## src/rtl/core/bfa_pkg.sv

```systemverilog
// Shared constants, codes and controller/datapath handshake types of the heap allocator.
package bfa_pkg;

  localparam int BFA_HEAP_BYTES      = 65536;
  localparam int BFA_CHUNK_BYTES     = 8192;
  localparam int BFA_HEADER_BYTES    = 16;
  localparam int BFA_MIN_SPLIT_BYTES = 17;
  localparam int BFA_FREE_SLOTS      = 32;
  localparam int BFA_USED_SLOTS      = 64;

  typedef enum logic [2:0] {
    ST_OK        = 3'd0,
    ST_TOO_LARGE = 3'd1,
    ST_NO_MEM    = 3'd2,
    ST_FREE_FULL = 3'd3,
    ST_USED_FULL = 3'd4,
    ST_UNKNOWN   = 3'd5
  } status_t;

  typedef enum logic [2:0] {
    W_SLOT   = 3'd0,
    W_MATCH  = 3'd1,
    W_FIT    = 3'd2,
    W_POS    = 3'd3,
    W_REMOVE = 3'd4,
    W_INSERT = 3'd5
  } walk_t;

  typedef enum logic [2:0] {
    A_NONE     = 3'd0,
    A_GROW     = 3'd1,
    A_SPLIT    = 3'd2,
    A_USED_SET = 3'd3,
    A_MERGE    = 3'd4,
    A_PUT      = 3'd5,
    A_USED_CLR = 3'd6
  } act_t;

  typedef struct packed {
    logic    load;
    logic    go;
    walk_t   mode;
    logic    rm_pos;
    act_t    act;
    logic    res_load;
    status_t res_status;
    logic    res_take;
  } cmd_t;

  typedef struct packed {
    logic busy;
    logic is_free;
    logic zero_size;
    logic too_large;
    logic null_addr;
    logic slot_found;
    logic best_found;
    logic heap_full;
    logic grow_merge;
    logic free_full;
    logic split;
    logic left;
    logic right;
    logic out_free;
  } sts_t;

endpackage

```

## src/rtl/core/bfa_ifs.sv

```systemverilog
// Request and response channel interfaces of the heap allocator.
interface bfa_req_if;
  logic        valid;
  logic        ready;
  logic        req_type;
  logic [15:0] req_size;
  logic [15:0] req_addr;

  modport source (output valid, output req_type, output req_size, output req_addr,
                  input ready);
  modport sink (input valid, input req_type, input req_size, input req_addr,
                output ready);
endinterface

interface bfa_rsp_if;
  logic        valid;
  logic        ready;
  logic [15:0] user_addr;
  logic [2:0]  status;

  modport source (output valid, output user_addr, output status, input ready);
  modport sink (input valid, input user_addr, input status, output ready);
endinterface

```

## src/rtl/core/best_fit_heap_allocator_core.sv

```systemverilog
// Best-fit heap allocator with coalescing: top level.
// Channels: in_ch carries one request item (req_type 0 allocate with req_size,
// 1 free with req_addr); out_ch returns one item per request (user_addr, status).
// Both use valid/ready; an item moves when valid and ready are high at a clock edge.
// Requests are processed one at a time: in_ch.ready is high only while idle.
// Processing time is set by the table walker (one entry a cycle): an allocate searches
//   the used table for a free slot and walks the free table, again after a heap growth,
//   and walks it once more on a whole-segment take; a free searches the used table
//   for the match and walks the free table, again on an insert or a double merge.
//   Null, zero-size and too-large requests finish without a walk.
//   A failed used-slot search walks every used slot.
// The result sits in an output register; a new request is taken while it waits.
// A request that finishes while out_ch is still stalled holds until the
// register frees. Reset (rst_n low, synchronous) empties the free table,
// the heap and the used table; no clearing pass is needed.
module best_fit_heap_allocator_core #(
  parameter int HEAP_BYTES      = bfa_pkg::BFA_HEAP_BYTES,
  parameter int CHUNK_BYTES     = bfa_pkg::BFA_CHUNK_BYTES,
  parameter int HEADER_BYTES    = bfa_pkg::BFA_HEADER_BYTES,
  parameter int MIN_SPLIT_BYTES = bfa_pkg::BFA_MIN_SPLIT_BYTES,
  parameter int FREE_SLOTS      = bfa_pkg::BFA_FREE_SLOTS,
  parameter int USED_SLOTS      = bfa_pkg::BFA_USED_SLOTS
) (
  input logic      clk,
  input logic      rst_n,
  bfa_req_if.sink  in_ch,
  bfa_rsp_if.source out_ch
);
  import bfa_pkg::*;

  cmd_t cmd;
  sts_t sts;

  bfa_ctrl u_ctrl (
    .clk      (clk),
    .rst_n    (rst_n),
    .in_valid (in_ch.valid),
    .in_ready (in_ch.ready),
    .cmd      (cmd),
    .sts      (sts)
  );

  bfa_dpath #(
    .HEAP_BYTES      (HEAP_BYTES),
    .CHUNK_BYTES     (CHUNK_BYTES),
    .HEADER_BYTES    (HEADER_BYTES),
    .MIN_SPLIT_BYTES (MIN_SPLIT_BYTES),
    .FREE_SLOTS      (FREE_SLOTS),
    .USED_SLOTS      (USED_SLOTS)
  ) u_dpath (
    .clk           (clk),
    .rst_n         (rst_n),
    .cmd           (cmd),
    .sts           (sts),
    .in_req_type   (in_ch.req_type),
    .in_req_size   (in_ch.req_size),
    .in_req_addr   (in_ch.req_addr),
    .out_valid     (out_ch.valid),
    .out_ready     (out_ch.ready),
    .out_user_addr (out_ch.user_addr),
    .out_status    (out_ch.status)
  );

endmodule

```

## src/rtl/core/bfa_ctrl.sv

```systemverilog
// Request sequencer of the heap allocator: one-hot state machine issuing datapath commands.
module bfa_ctrl (
  input  logic           clk,
  input  logic           rst_n,
  input  logic           in_valid,
  output logic           in_ready,
  output bfa_pkg::cmd_t  cmd,
  input  bfa_pkg::sts_t  sts
);
  import bfa_pkg::*;

  typedef enum logic [17:0] {
    S_IDLE  = 18'h00001,
    S_CHECK = 18'h00002,
    S_SLOT  = 18'h00004,
    S_FIT1  = 18'h00008,
    S_GROW  = 18'h00010,
    S_REGO  = 18'h00020,
    S_FIT2  = 18'h00040,
    S_TAKE  = 18'h00080,
    S_RMA   = 18'h00100,
    S_USET  = 18'h00200,
    S_MATCH = 18'h00400,
    S_POS   = 18'h00800,
    S_RMF   = 18'h01000,
    S_RMF_W = 18'h02000,
    S_INS   = 18'h04000,
    S_PUT   = 18'h08000,
    S_FCLR  = 18'h10000,
    S_DONE  = 18'h20000
  } state_t;

  state_t  state_r, state_nxt;
  status_t res_status_r, res_status_nxt;
  logic    res_take_r, res_take_nxt;
  logic    fin;
  status_t fin_st;
  logic    fin_take;

  assign in_ready = (state_r == S_IDLE);

  always_comb begin
    state_nxt      = state_r;
    res_status_nxt = res_status_r;
    res_take_nxt   = res_take_r;
    fin            = 1'b0;
    fin_st         = ST_OK;
    fin_take       = 1'b0;
    cmd            = '0;
    cmd.mode       = W_SLOT;
    cmd.act        = A_NONE;
    cmd.res_status = res_status_r;
    cmd.res_take   = res_take_r;
    unique case (state_r)
      S_IDLE: begin
        if (in_valid) begin
          cmd.load  = 1'b1;
          state_nxt = S_CHECK;
        end
      end
      S_CHECK: begin
        if (sts.is_free) begin
          if (sts.null_addr) begin
            fin = 1'b1;
          end else begin
            cmd.go    = 1'b1;
            cmd.mode  = W_MATCH;
            state_nxt = S_MATCH;
          end
        end else if (sts.zero_size) begin
          fin = 1'b1;
        end else if (sts.too_large) begin
          fin    = 1'b1;
          fin_st = ST_TOO_LARGE;
        end else begin
          cmd.go    = 1'b1;
          cmd.mode  = W_SLOT;
          state_nxt = S_SLOT;
        end
      end
      S_SLOT: begin
        if (!sts.busy) begin
          if (!sts.slot_found) begin
            fin    = 1'b1;
            fin_st = ST_USED_FULL;
          end else begin
            cmd.go    = 1'b1;
            cmd.mode  = W_FIT;
            state_nxt = S_FIT1;
          end
        end
      end
      S_FIT1: begin
        if (!sts.busy) begin
          if (sts.best_found) begin
            state_nxt = S_TAKE;
          end else if (sts.heap_full) begin
            fin    = 1'b1;
            fin_st = ST_NO_MEM;
          end else if (!sts.grow_merge && sts.free_full) begin
            fin    = 1'b1;
            fin_st = ST_FREE_FULL;
          end else begin
            state_nxt = S_GROW;
          end
        end
      end
      S_GROW: begin
        cmd.act   = A_GROW;
        state_nxt = S_REGO;
      end
      S_REGO: begin
        cmd.go    = 1'b1;
        cmd.mode  = W_FIT;
        state_nxt = S_FIT2;
      end
      S_FIT2: begin
        if (!sts.busy) begin
          if (sts.best_found) begin
            state_nxt = S_TAKE;
          end else begin
            fin    = 1'b1;
            fin_st = ST_NO_MEM;
          end
        end
      end
      S_TAKE: begin
        if (sts.split) begin
          cmd.act   = A_SPLIT;
          state_nxt = S_USET;
        end else begin
          cmd.go    = 1'b1;
          cmd.mode  = W_REMOVE;
          state_nxt = S_RMA;
        end
      end
      S_RMA: begin
        if (!sts.busy) state_nxt = S_USET;
      end
      S_USET: begin
        cmd.act  = A_USED_SET;
        fin      = 1'b1;
        fin_take = 1'b1;
      end
      S_MATCH: begin
        if (!sts.busy) begin
          if (!sts.slot_found) begin
            fin    = 1'b1;
            fin_st = ST_UNKNOWN;
          end else begin
            cmd.go    = 1'b1;
            cmd.mode  = W_POS;
            state_nxt = S_POS;
          end
        end
      end
      S_POS: begin
        if (!sts.busy) begin
          if (sts.left || sts.right) begin
            cmd.act   = A_MERGE;
            state_nxt = (sts.left && sts.right) ? S_RMF : S_FCLR;
          end else if (sts.free_full) begin
            fin    = 1'b1;
            fin_st = ST_FREE_FULL;
          end else begin
            cmd.go    = 1'b1;
            cmd.mode  = W_INSERT;
            state_nxt = S_INS;
          end
        end
      end
      S_RMF: begin
        cmd.go     = 1'b1;
        cmd.mode   = W_REMOVE;
        cmd.rm_pos = 1'b1;
        state_nxt  = S_RMF_W;
      end
      S_RMF_W: begin
        if (!sts.busy) state_nxt = S_FCLR;
      end
      S_INS: begin
        if (!sts.busy) state_nxt = S_PUT;
      end
      S_PUT: begin
        cmd.act   = A_PUT;
        state_nxt = S_FCLR;
      end
      S_FCLR: begin
        cmd.act = A_USED_CLR;
        fin     = 1'b1;
      end
      S_DONE: begin
        if (sts.out_free) begin
          cmd.res_load = 1'b1;
          state_nxt    = S_IDLE;
        end
      end
      default: state_nxt = S_IDLE;
    endcase
    if (fin) begin
      state_nxt      = S_DONE;
      res_status_nxt = fin_st;
      res_take_nxt   = fin_take;
    end
  end

  always_ff @(posedge clk) begin
    if (!rst_n) begin
      state_r <= S_IDLE;
    end else begin
      state_r <= state_nxt;
    end
  end

  always_ff @(posedge clk) begin
    res_status_r <= res_status_nxt;
    res_take_r   <= res_take_nxt;
  end

endmodule

```

## src/rtl/core/bfa_dpath.sv

```systemverilog
// Allocator datapath: free and used tables, table walker, arithmetic and result register.
module bfa_dpath #(
  parameter int HEAP_BYTES      = bfa_pkg::BFA_HEAP_BYTES,
  parameter int CHUNK_BYTES     = bfa_pkg::BFA_CHUNK_BYTES,
  parameter int HEADER_BYTES    = bfa_pkg::BFA_HEADER_BYTES,
  parameter int MIN_SPLIT_BYTES = bfa_pkg::BFA_MIN_SPLIT_BYTES,
  parameter int FREE_SLOTS      = bfa_pkg::BFA_FREE_SLOTS,
  parameter int USED_SLOTS      = bfa_pkg::BFA_USED_SLOTS
) (
  input  logic           clk,
  input  logic           rst_n,
  input  bfa_pkg::cmd_t  cmd,
  output bfa_pkg::sts_t  sts,
  input  logic           in_req_type,
  input  logic [15:0]    in_req_size,
  input  logic [15:0]    in_req_addr,
  output logic           out_valid,
  input  logic           out_ready,
  output logic [15:0]    out_user_addr,
  output logic [2:0]     out_status
);
  import bfa_pkg::*;

  localparam int FIW = $clog2(FREE_SLOTS);
  localparam int UIW = $clog2(USED_SLOTS);
  localparam int FCW = $clog2(FREE_SLOTS + 1);
  localparam int UCW = $clog2(USED_SLOTS + 1);
  localparam int CW  = (FCW > UCW) ? FCW : UCW;
  localparam int AW  = 18;

  typedef struct packed {
    logic [15:0] start;
    logic [15:0] len;
  } ent_t;

  ent_t fmem [FREE_SLOTS];
  ent_t umem [USED_SLOTS];
  ent_t frd_r;
  ent_t urd_r;

  logic                  type_r;
  logic [15:0]           size_r;
  logic [15:0]           addr_r;
  logic [FCW-1:0]        free_cnt_r, cnt_nxt;
  logic [16:0]           heap_top_r, heap_nxt;
  logic [USED_SLOTS-1:0] used_vld_r, vld_nxt;

  logic          wk_busy_r, wk_busy_nxt;
  walk_t         wk_mode_r, wk_mode_nxt;
  logic [CW-1:0] wk_ic_r, wk_ic_nxt;
  logic [CW-1:0] wk_rem_r, wk_rem_nxt;
  logic          wk_up_r, wk_up_nxt;
  logic          wk_pend_r, wk_pend_nxt;
  logic [CW-1:0] wk_pidx_r, wk_pidx_nxt;

  logic           slot_found_r, slot_found_nxt;
  logic [UIW-1:0] slot_r, slot_nxt;
  logic [15:0]    ulen_r, ulen_nxt;
  logic           best_found_r, best_found_nxt;
  logic [FIW-1:0] best_idx_r, best_idx_nxt;
  logic [15:0]    best_start_r, best_start_nxt;
  logic [15:0]    best_len_r, best_len_nxt;
  logic [15:0]    last_start_r, last_start_nxt;
  logic [15:0]    last_len_r, last_len_nxt;
  logic [FCW-1:0] pos_r, pos_nxt;
  logic [15:0]    prev_start_r, prev_start_nxt;
  logic [15:0]    prev_len_r, prev_len_nxt;
  logic           has_next_r, has_next_nxt;
  logic [15:0]    next_start_r, next_start_nxt;
  logic [15:0]    next_len_r, next_len_nxt;

  logic           out_valid_r;
  logic [15:0]    out_addr_r;
  logic [2:0]     out_status_r;

  logic           we_f, we_u, rd_f, rd_u;
  logic [FIW-1:0] wa_f;
  ent_t           wd_f;
  logic           issue, hit;
  logic [CW-1:0]  cnt_w, rm_p;
  logic [FCW-1:0] cnt_m1;

  logic [15:0]    s_w, rem_w, take_addr, take_len;
  logic [AW-1:0]  hdr_a;
  logic           split, left, right, grow_merge;

  assign s_w       = addr_r - 16'(HEADER_BYTES);
  assign hdr_a     = AW'(HEADER_BYTES);
  assign rem_w     = best_len_r - size_r;
  assign split     = (rem_w >= 16'(MIN_SPLIT_BYTES)) && (rem_w > 16'(HEADER_BYTES));
  assign take_addr = split ? (best_start_r + rem_w + 16'(HEADER_BYTES))
                           : (best_start_r + 16'(HEADER_BYTES));
  assign take_len  = split ? size_r : best_len_r;
  assign cnt_m1    = free_cnt_r - FCW'(1);
  assign grow_merge = (free_cnt_r != '0) &&
                      (AW'(last_start_r) + hdr_a + AW'(last_len_r) == AW'(heap_top_r));
  assign left  = (pos_r != '0) &&
                 (AW'(prev_start_r) + hdr_a + AW'(prev_len_r) == AW'(s_w));
  assign right = has_next_r &&
                 (AW'(s_w) + hdr_a + AW'(ulen_r) == AW'(next_start_r));

  always_comb begin
    sts.busy       = wk_busy_r;
    sts.is_free    = type_r;
    sts.zero_size  = (size_r == '0);
    sts.too_large  = (AW'(size_r) + hdr_a) > AW'(CHUNK_BYTES);
    sts.null_addr  = (addr_r == '0);
    sts.slot_found = slot_found_r;
    sts.best_found = best_found_r;
    sts.heap_full  = (AW'(heap_top_r) + AW'(CHUNK_BYTES)) > AW'(HEAP_BYTES);
    sts.grow_merge = grow_merge;
    sts.free_full  = (free_cnt_r == FCW'(FREE_SLOTS));
    sts.split      = split;
    sts.left       = left;
    sts.right      = right;
    sts.out_free   = !out_valid_r || out_ready;
  end

  always_comb begin
    cnt_w = CW'(free_cnt_r);
    rm_p  = cmd.rm_pos ? CW'(pos_r) : CW'(best_idx_r);
    issue = wk_busy_r && (wk_rem_r != '0);
    hit   = 1'b0;

    wk_mode_nxt = wk_mode_r;
    wk_ic_nxt   = wk_ic_r;
    wk_rem_nxt  = wk_rem_r;
    wk_up_nxt   = wk_up_r;
    wk_pend_nxt = issue;
    wk_pidx_nxt = wk_ic_r;
    if (issue) begin
      wk_ic_nxt  = wk_up_r ? (wk_ic_r + CW'(1)) : (wk_ic_r - CW'(1));
      wk_rem_nxt = wk_rem_r - CW'(1);
    end
    rd_f = issue && (wk_mode_r != W_SLOT) && (wk_mode_r != W_MATCH);
    rd_u = issue && (wk_mode_r == W_MATCH);

    slot_found_nxt = slot_found_r;
    slot_nxt       = slot_r;
    ulen_nxt       = ulen_r;
    best_found_nxt = best_found_r;
    best_idx_nxt   = best_idx_r;
    best_start_nxt = best_start_r;
    best_len_nxt   = best_len_r;
    last_start_nxt = last_start_r;
    last_len_nxt   = last_len_r;
    pos_nxt        = pos_r;
    prev_start_nxt = prev_start_r;
    prev_len_nxt   = prev_len_r;
    has_next_nxt   = has_next_r;
    next_start_nxt = next_start_r;
    next_len_nxt   = next_len_r;

    we_f     = 1'b0;
    wa_f     = '0;
    wd_f     = '0;
    we_u     = 1'b0;
    cnt_nxt  = free_cnt_r;
    heap_nxt = heap_top_r;
    vld_nxt  = used_vld_r;

    if (wk_pend_r) begin
      case (wk_mode_r)
        W_SLOT: begin
          if (!slot_found_r && !used_vld_r[wk_pidx_r[UIW-1:0]]) begin
            slot_found_nxt = 1'b1;
            slot_nxt       = wk_pidx_r[UIW-1:0];
            hit            = 1'b1;
          end
        end
        W_MATCH: begin
          if (!slot_found_r && used_vld_r[wk_pidx_r[UIW-1:0]] && urd_r.start == addr_r) begin
            slot_found_nxt = 1'b1;
            slot_nxt       = wk_pidx_r[UIW-1:0];
            ulen_nxt       = urd_r.len;
            hit            = 1'b1;
          end
        end
        W_FIT: begin
          if (frd_r.len >= size_r && (!best_found_r || frd_r.len < best_len_r)) begin
            best_found_nxt = 1'b1;
            best_idx_nxt   = wk_pidx_r[FIW-1:0];
            best_start_nxt = frd_r.start;
            best_len_nxt   = frd_r.len;
          end
          last_start_nxt = frd_r.start;
          last_len_nxt   = frd_r.len;
        end
        W_POS: begin
          if (frd_r.start < s_w) begin
            pos_nxt        = FCW'(wk_pidx_r + CW'(1));
            prev_start_nxt = frd_r.start;
            prev_len_nxt   = frd_r.len;
          end else if (!has_next_r) begin
            has_next_nxt   = 1'b1;
            next_start_nxt = frd_r.start;
            next_len_nxt   = frd_r.len;
          end
        end
        W_REMOVE: begin
          we_f = 1'b1;
          wa_f = FIW'(wk_pidx_r - CW'(1));
          wd_f = frd_r;
        end
        W_INSERT: begin
          we_f = 1'b1;
          wa_f = FIW'(wk_pidx_r + CW'(1));
          wd_f = frd_r;
        end
        default: ;
      endcase
    end
    if (hit) wk_rem_nxt = '0;

    unique case (cmd.act)
      A_NONE: ;
      A_GROW: begin
        we_f     = 1'b1;
        heap_nxt = heap_top_r + 17'(CHUNK_BYTES);
        if (grow_merge) begin
          wa_f = cnt_m1[FIW-1:0];
          wd_f = '{start: last_start_r, len: last_len_r + 16'(CHUNK_BYTES)};
        end else begin
          wa_f    = free_cnt_r[FIW-1:0];
          wd_f    = '{start: heap_top_r[15:0], len: 16'(CHUNK_BYTES - HEADER_BYTES)};
          cnt_nxt = free_cnt_r + FCW'(1);
        end
      end
      A_SPLIT: begin
        we_f = 1'b1;
        wa_f = best_idx_r;
        wd_f = '{start: best_start_r, len: rem_w - 16'(HEADER_BYTES)};
      end
      A_USED_SET: begin
        we_u            = 1'b1;
        vld_nxt[slot_r] = 1'b1;
      end
      A_MERGE: begin
        we_f = 1'b1;
        if (left) begin
          wa_f = FIW'(pos_r - FCW'(1));
          wd_f = '{start: prev_start_r,
                   len: prev_len_r + 16'(HEADER_BYTES) + ulen_r +
                        (right ? (16'(HEADER_BYTES) + next_len_r) : 16'd0)};
        end else begin
          wa_f = pos_r[FIW-1:0];
          wd_f = '{start: s_w, len: next_len_r + 16'(HEADER_BYTES) + ulen_r};
        end
      end
      A_PUT: begin
        we_f    = 1'b1;
        wa_f    = pos_r[FIW-1:0];
        wd_f    = '{start: s_w, len: ulen_r};
        cnt_nxt = free_cnt_r + FCW'(1);
      end
      A_USED_CLR: begin
        vld_nxt[slot_r] = 1'b0;
      end
      default: ;
    endcase

    if (cmd.go) begin
      wk_mode_nxt = cmd.mode;
      wk_up_nxt   = 1'b1;
      wk_ic_nxt   = '0;
      case (cmd.mode)
        W_SLOT, W_MATCH: begin
          wk_rem_nxt     = CW'(USED_SLOTS);
          slot_found_nxt = 1'b0;
        end
        W_FIT: begin
          wk_rem_nxt     = cnt_w;
          best_found_nxt = 1'b0;
        end
        W_POS: begin
          wk_rem_nxt   = cnt_w;
          pos_nxt      = '0;
          has_next_nxt = 1'b0;
        end
        W_REMOVE: begin
          wk_ic_nxt  = rm_p + CW'(1);
          wk_rem_nxt = (cnt_w > rm_p + CW'(1)) ? (cnt_w - rm_p - CW'(1)) : '0;
          cnt_nxt    = cnt_m1;
        end
        W_INSERT: begin
          wk_up_nxt  = 1'b0;
          wk_ic_nxt  = cnt_w - CW'(1);
          wk_rem_nxt = cnt_w - CW'(pos_r);
        end
        default: wk_rem_nxt = '0;
      endcase
    end
    wk_busy_nxt = cmd.go || (wk_busy_r && ((wk_rem_nxt != '0) || wk_pend_nxt));
  end

  always_ff @(posedge clk) begin
    if (we_f) fmem[wa_f] <= wd_f;
    if (rd_f) frd_r <= fmem[wk_ic_r[FIW-1:0]];
  end

  always_ff @(posedge clk) begin
    if (we_u) umem[slot_r] <= '{start: take_addr, len: take_len};
    if (rd_u) urd_r <= umem[wk_ic_r[UIW-1:0]];
  end

  always_ff @(posedge clk) begin
    if (!rst_n) begin
      free_cnt_r   <= '0;
      heap_top_r   <= '0;
      used_vld_r   <= '0;
      wk_busy_r    <= 1'b0;
      wk_pend_r    <= 1'b0;
      out_valid_r  <= 1'b0;
      slot_found_r <= 1'b0;
      best_found_r <= 1'b0;
      has_next_r   <= 1'b0;
    end else begin
      free_cnt_r   <= cnt_nxt;
      heap_top_r   <= heap_nxt;
      used_vld_r   <= vld_nxt;
      wk_busy_r    <= wk_busy_nxt;
      wk_pend_r    <= wk_pend_nxt;
      slot_found_r <= slot_found_nxt;
      best_found_r <= best_found_nxt;
      has_next_r   <= has_next_nxt;
      if (cmd.res_load) begin
        out_valid_r <= 1'b1;
      end else if (out_ready) begin
        out_valid_r <= 1'b0;
      end
    end
  end

  always_ff @(posedge clk) begin
    if (cmd.load) begin
      type_r <= in_req_type;
      size_r <= in_req_size;
      addr_r <= in_req_addr;
    end
    if (cmd.res_load) begin
      out_addr_r   <= cmd.res_take ? take_addr : 16'd0;
      out_status_r <= cmd.res_status;
    end
    wk_mode_r    <= wk_mode_nxt;
    wk_ic_r      <= wk_ic_nxt;
    wk_rem_r     <= wk_rem_nxt;
    wk_up_r      <= wk_up_nxt;
    wk_pidx_r    <= wk_pidx_nxt;
    slot_r       <= slot_nxt;
    ulen_r       <= ulen_nxt;
    best_idx_r   <= best_idx_nxt;
    best_start_r <= best_start_nxt;
    best_len_r   <= best_len_nxt;
    last_start_r <= last_start_nxt;
    last_len_r   <= last_len_nxt;
    pos_r        <= pos_nxt;
    prev_start_r <= prev_start_nxt;
    prev_len_r   <= prev_len_nxt;
    next_start_r <= next_start_nxt;
    next_len_r   <= next_len_nxt;
  end

  assign out_valid     = out_valid_r;
  assign out_user_addr = out_addr_r;
  assign out_status    = out_status_r;

`ifndef NO_ASSERTIONS
  a_cnt_bound: assert property (@(posedge clk) disable iff (!rst_n)
    free_cnt_r <= FCW'(FREE_SLOTS))
    else $error("free table count overflow");
  a_heap_bound: assert property (@(posedge clk) disable iff (!rst_n)
    heap_top_r <= 17'(HEAP_BYTES))
    else $error("heap top past limit");
  a_act_idle: assert property (@(posedge clk) disable iff (!rst_n)
    (cmd.act != A_NONE) |-> !wk_busy_r)
    else $error("table action during walk");
  a_go_idle: assert property (@(posedge clk) disable iff (!rst_n)
    cmd.go |-> !wk_busy_r)
    else $error("walk restarted while busy");
  a_res_free: assert property (@(posedge clk) disable iff (!rst_n)
    cmd.res_load |-> (!out_valid_r || out_ready))
    else $error("result register overwritten");
`endif

endmodule

```

## src/flat_wrapper.sv

```systemverilog
// flat-port wrapper written by rule: the top's interface ports become plain ports
module best_fit_heap_allocator_core_flat import bfa_pkg::*;
#(
  parameter int HEAP_BYTES      = bfa_pkg::BFA_HEAP_BYTES,
  parameter int CHUNK_BYTES     = bfa_pkg::BFA_CHUNK_BYTES,
  parameter int HEADER_BYTES    = bfa_pkg::BFA_HEADER_BYTES,
  parameter int MIN_SPLIT_BYTES = bfa_pkg::BFA_MIN_SPLIT_BYTES,
  parameter int FREE_SLOTS      = bfa_pkg::BFA_FREE_SLOTS,
  parameter int USED_SLOTS      = bfa_pkg::BFA_USED_SLOTS
)
  (clk, rst_n, in_ch_valid, in_ch_req_type, in_ch_req_size, in_ch_req_addr, in_ch_ready, out_ch_valid, out_ch_user_addr, out_ch_status, out_ch_ready);
  bfa_req_if in_ch_i ();
  bfa_rsp_if out_ch_i ();
  input logic clk;
  input logic rst_n;
  input wire logic [$bits(in_ch_i.valid)-1:0] in_ch_valid;
  input wire logic [$bits(in_ch_i.req_type)-1:0] in_ch_req_type;
  input wire logic [$bits(in_ch_i.req_size)-1:0] in_ch_req_size;
  input wire logic [$bits(in_ch_i.req_addr)-1:0] in_ch_req_addr;
  output wire logic [$bits(in_ch_i.ready)-1:0] in_ch_ready;
  output wire logic [$bits(out_ch_i.valid)-1:0] out_ch_valid;
  output wire logic [$bits(out_ch_i.user_addr)-1:0] out_ch_user_addr;
  output wire logic [$bits(out_ch_i.status)-1:0] out_ch_status;
  input wire logic [$bits(out_ch_i.ready)-1:0] out_ch_ready;
  assign in_ch_i.valid = in_ch_valid;
  assign in_ch_i.req_type = in_ch_req_type;
  assign in_ch_i.req_size = in_ch_req_size;
  assign in_ch_i.req_addr = in_ch_req_addr;
  assign in_ch_ready = in_ch_i.ready;
  assign out_ch_valid = out_ch_i.valid;
  assign out_ch_user_addr = out_ch_i.user_addr;
  assign out_ch_status = out_ch_i.status;
  assign out_ch_i.ready = out_ch_ready;
  best_fit_heap_allocator_core #(.HEAP_BYTES(HEAP_BYTES), .CHUNK_BYTES(CHUNK_BYTES), .HEADER_BYTES(HEADER_BYTES), .MIN_SPLIT_BYTES(MIN_SPLIT_BYTES), .FREE_SLOTS(FREE_SLOTS), .USED_SLOTS(USED_SLOTS)) u_core (.clk(clk), .rst_n(rst_n), .in_ch(in_ch_i), .out_ch(out_ch_i));
endmodule
```

## config.mk

```make
export PLATFORM = sky130hd
export DESIGN_NAME = best_fit_heap_allocator_core_flat
export DESIGN_NICKNAME = d
export VERILOG_FILES = /design/src/rtl/core/bfa_pkg.sv /design/src/rtl/core/bfa_ifs.sv /design/src/rtl/core/best_fit_heap_allocator_core.sv /design/src/rtl/core/bfa_ctrl.sv /design/src/rtl/core/bfa_dpath.sv /design/src/flat_wrapper.sv
export SDC_FILE = /design/constraint.sdc
export NUM_CORES = 2
export LEC_CHECK = 0
export BUFFER_PORTS_ARGS = -buffer_cell sky130_fd_sc_hd__clkbuf_2
export CAP_MARGIN = 20
export CORE_ASPECT_RATIO = 2
export CORE_MARGIN = 2
export CORE_UTILIZATION = 50
export CTS_BUF_LIST = sky130_fd_sc_hd__clkbuf_16
export DETAILED_ROUTE_END_ITERATION = 10
export HOLD_SLACK_MARGIN = 0.12
export PLACE_DENSITY = 0.69
export SETUP_SLACK_MARGIN = 0.15
export SLEW_MARGIN = 15
export SYNTH_ARGS = -nofsm -noshare
export SYNTH_HDL_FRONTEND = slang
export SYNTH_SLANG_ARGS = --single-unit
```

## constraint.sdc

```tcl
create_clock -name clk -period 13.69 [get_ports clk]
set_clock_uncertainty 0.15 [all_clocks]
set_input_delay 2.738 -clock clk [delete_from_list [all_inputs] [get_ports clk]]
set_output_delay 2.738 -clock clk [all_outputs]
set_load 0.01 [all_outputs]
```

==> results.txt <==
- The run finished with clean final reports.
* Startpoint type of the worst setup path: register
- The number of nets handed over by synthesis was 7397.
- Power spread over the standard cell area amounts to 139 nW/um2.
- sky130_fd_sc_hd__edfxtp_1 takes more of the synthesized area than any other cell.
* Pin count of the biggest net entering global routing: 149
- Global routing used 29.0% of the available tracks across all layers.
- The number of global-route vias before repair is 76800.
- Placer Congestion: 0.997
- Final critical-path share of the clock period: 75.1%
- In this run the worst setup path begins at u_core.u_dpath.addr_r[4].
- The share of the Yosys chip area taken by registers is 72.0%.
- Slew headroom: 18.1%
* Area of all sequential standard cells: 103000 um2
- The routed design has 422 mm of wire.
- Yosys attributes the largest share of cell area to sky130_fd_sc_hd__edfxtp_1 70%, sky130_fd_sc_hd__mux4_2 16%, sky130_fd_sc_hd__ha_1 2.3%.
- DRC violation count after routing: 0
- Clock tree from TritonCTS: done
- Clock sink count: 3474
* Total design power: 22.3 mW
- In this run the most critical hold path is launched from u_core.u_dpath.urd_r[0].
- After detailed routing, the average wire length per cell comes to 37.0 um.
* Required time at the endpoint of the critical path: 13860 ps
- In this run the post-CTS setup repair buffer count came out at 0.
- Post-detailed-route count of antenna-violating nets: 0
* Count of distinct cell types in the synthesized netlist: 96
- Nets: 7705
* Commonest cells after routing, fill and taps aside: 3357 x sky130_fd_sc_hd__edfxtp_1, 992 x sky130_fd_sc_hd__mux4_2, 307 x sky130_fd_sc_hd__clkbuf_16
* Post-Synthesis Cell Area: 143000 um2
* Synth Area in Compound Gates: 3.16%
- First-pass GRT wire length: 586 mm
- The tightest hold path in the finished design has a slack of 268 ps.
- Global routing finished with a remaining overflow of 0.
- Critical path start-end classification: reg -> reg
- Summing the areas of all fa, ha and maj instances in the mapped netlist gives 2.67% of the synthesized area.
- Number of register bits inferred by synthesis: 3474
- For this configuration, the core starts out at a cell density of 50.3%.
- Yosys printed 0 warnings.
- Die span in y: 761 um
- Final HPWL from detailed placement: 271 mm
- In this run the horizontal extent of the chip is 382 um.
- Growth of design area from synthesis to finish: 11.8%
- Among all stages on the critical path, the largest delay is contributed by sky130_fd_sc_hd__nand3_1.
- DR pass1 iterations: 6
- The longest clock path from root to sink contains 4 buffers.
- Among all flip-flop cells after synthesis, the most frequent one is sky130_fd_sc_hd__edfxtp_1.
* Layout cell share with drive strength beyond 1: 27.3%
* Largest family of logic cells by synthesized area: multiplexers
* Total of hold buffers inserted after clock tree synthesis: 0
- At the pin with the least slew margin, the transition time is 1230 ps.
* Number of H-tree levels: 5
* CTS root buf: sky130_fd_sc_hd__clkbuf_16
* Unrepaired setup endpoints after global routing: false
- Cell count after synthesis: 7069
- Number of placement rows: 277
* Final-report max-slew violation count: 0
* Slowest Stage Delay on Critical Path: 760 ps
- Final sum of negative setup slack: 0 ps
- Number of endpoints with negative hold slack in the final report: 0
* Mean cell area of the mapped netlist: 20.3 um2
- In this run the static leakage power is 49.2 nW.
- Final core utilization: 56.3%
- After Yosys synthesis, XOR and XNOR cells account for 1.32% of the synthesized area.
- Input/output buffers: 57
* IO Count: 58
- Reg clk slew, reported paths: 70 ps
- Number of instances resized during post-cts repair: 0
- # Max-Cap Violations: 0
- Critical Path End Type: register
* Worst flop-to-flop path startpoint: u_core.u_dpath.addr_r[4]
* Average vias per placed instance: 6.50
* Top fanout value on the critical path: 32
* Synth async-reset ratio: 0%
- IR analysis of the VDD net gives a maximum drop of 0.0000876 V.
* Initial DRC count: 7229
- Total Die Area: 291000 um2
* Portion of synthesized cell area occupied by the leading cell type: 70.4%
- Initial antenna violation count: 24
- Static timing analysis puts the maximum clock frequency at 0.0973 GHz.
- Of the total synthesized cell area, the portion taken by AND, OR, NAND and NOR gates is 3.12%.
- Filler instances: 20900
- CP dominant cell by count: sky130_fd_sc_hd__o21ai_0
* Commonest non-fill, non-tap cell in the layout: sky130_fd_sc_hd__edfxtp_1
* Final setup violation count: 0
- Share of synthesized area spent on multiplexers: 16.3%
* Post-synth EDFFs: 3357
- Number of clock buffers inserted by TritonCTS: 301
- The routed design could run at a clock period as short as 10280 ps.
- Area taken by multi-input logic gates: 39300 um2
- Endpoint arrival time on the critical path: 10450 ps
* Class of the tightest hold or removal check: reg -> reg
- Total number of vias: 74000
* Source-to-sink clock delay at the later pin of the worst-skew pair: 920 ps
- Core outline area: 285000 um2
[final timing paths]
kind | to | slack (ps) | cells past startpoint
setup / recovery | u_core.u_dpath.fmem[15][14] | 3410 | 30
hold / removal | u_core.u_dpath.ulen_r[0] | 270 | 0
setup reg to reg | u_core.u_dpath.fmem[15][14] | 3410 | 30
hold reg to reg | u_core.u_dpath.ulen_r[0] | 270 | 0
[worst max-delay path, delay by kind of cell, from the launching register on]
| family | cells | cell delay [ps] |
|---|---|---|
| simple gates | 6 | 1920 |
| fa+ha+maj | 5 | 1900 |
| compound gates | 15 | 4080 |
| buf+inv | 2 | 380 |
| flops | 1 | 570 |
| xor+xnor | 2 | 650 |
[report_power, final]
| part | internal, mW | leakage [nW] | switching, mW |
|---|---|---|---|
| registers | 12.1 | 29.2 | 0.0407 |
| clock network | 4.67 | 4.88 | 3.93 |
| logic | 0.443 | 15.1 | 1.09 |
[metal layers]
| metal | track usage, % | vias up | routed length, um |
|---|---|---|---|
| met5 | 0 | - | 94 |
| met2 | 53.8 | 3369 | 233000 |
| li1 | - | 30000 | - |
| met3 | 3.86 | 1115 | 23700 |
| met1 | 30.2 | 39400 | 132000 |
| met4 | 19.4 | 14 | 33600 |
[per-stage QoR]
| stage | cells | setup WS, ps | cell area, um2 |
|---|---|---|---|
| finish | 11400 | 3410 | 160000 |
| global route | 11400 | 2830 | 160000 |
| CTS | 11400 | 3400 | 160000 |
| detailed placement | 10800 | 3470 | 150000 |
| global placement | 10800 | 3420 | 150000 |
| floorplan | 7069 | 3940 | 143000 |
[cells in the mapped netlist (all sizes together) (28+ instances only)]
master  count
mux2i      50
inv       186
clkbuf    223
nor4       61
edfxtp   3357
xor2       75
o21ai     123
mux4      992
nand3      83
xnor2     134
a22oi      28
dfxtp     117
a21o       52
nor3       49
nor2b      32
nand4      30
buf       104
mux2       46
nand2b     28
and3       43
nor2      211
ha        266
a21oi     141
o221a      66
nand2     184
[cells by family after synthesis]
family / Yosys count
flip-flops: 3474
XOR/XNOR: 211
multiplexers: 1088
AO/OA/AOI/OAI: 635
buffers and inverters: 513
AND/OR/NAND/NOR: 857
adder cells (fa/ha/maj): 291
[sequential cells by signal, indices dropped and copies added, names as in the netlist, 18 cells and up, named ones only]
name                   cells
u_core.u_dpath.umem     2048
u_core.u_dpath.urd_r      32
u_core.u_ctrl.state_r     18
u_core.u_dpath.fmem     1024
u_core.u_dpath.frd_r      32
[area by class of cell]
type | instances | share of cell area (%)
antenna | 14 | 0.0219
clock buffer | 307 | 4.80
clock inverter | 226 | 1.25
inverter | 186 | 0.436
multi-input combinational | 3082 | 24.5
sequential | 3474 | 64.4
tap | 3766 | 2.94
timing repair buffer | 332 | 1.61
No activity file was read; power rests on OpenSTA's default activity.
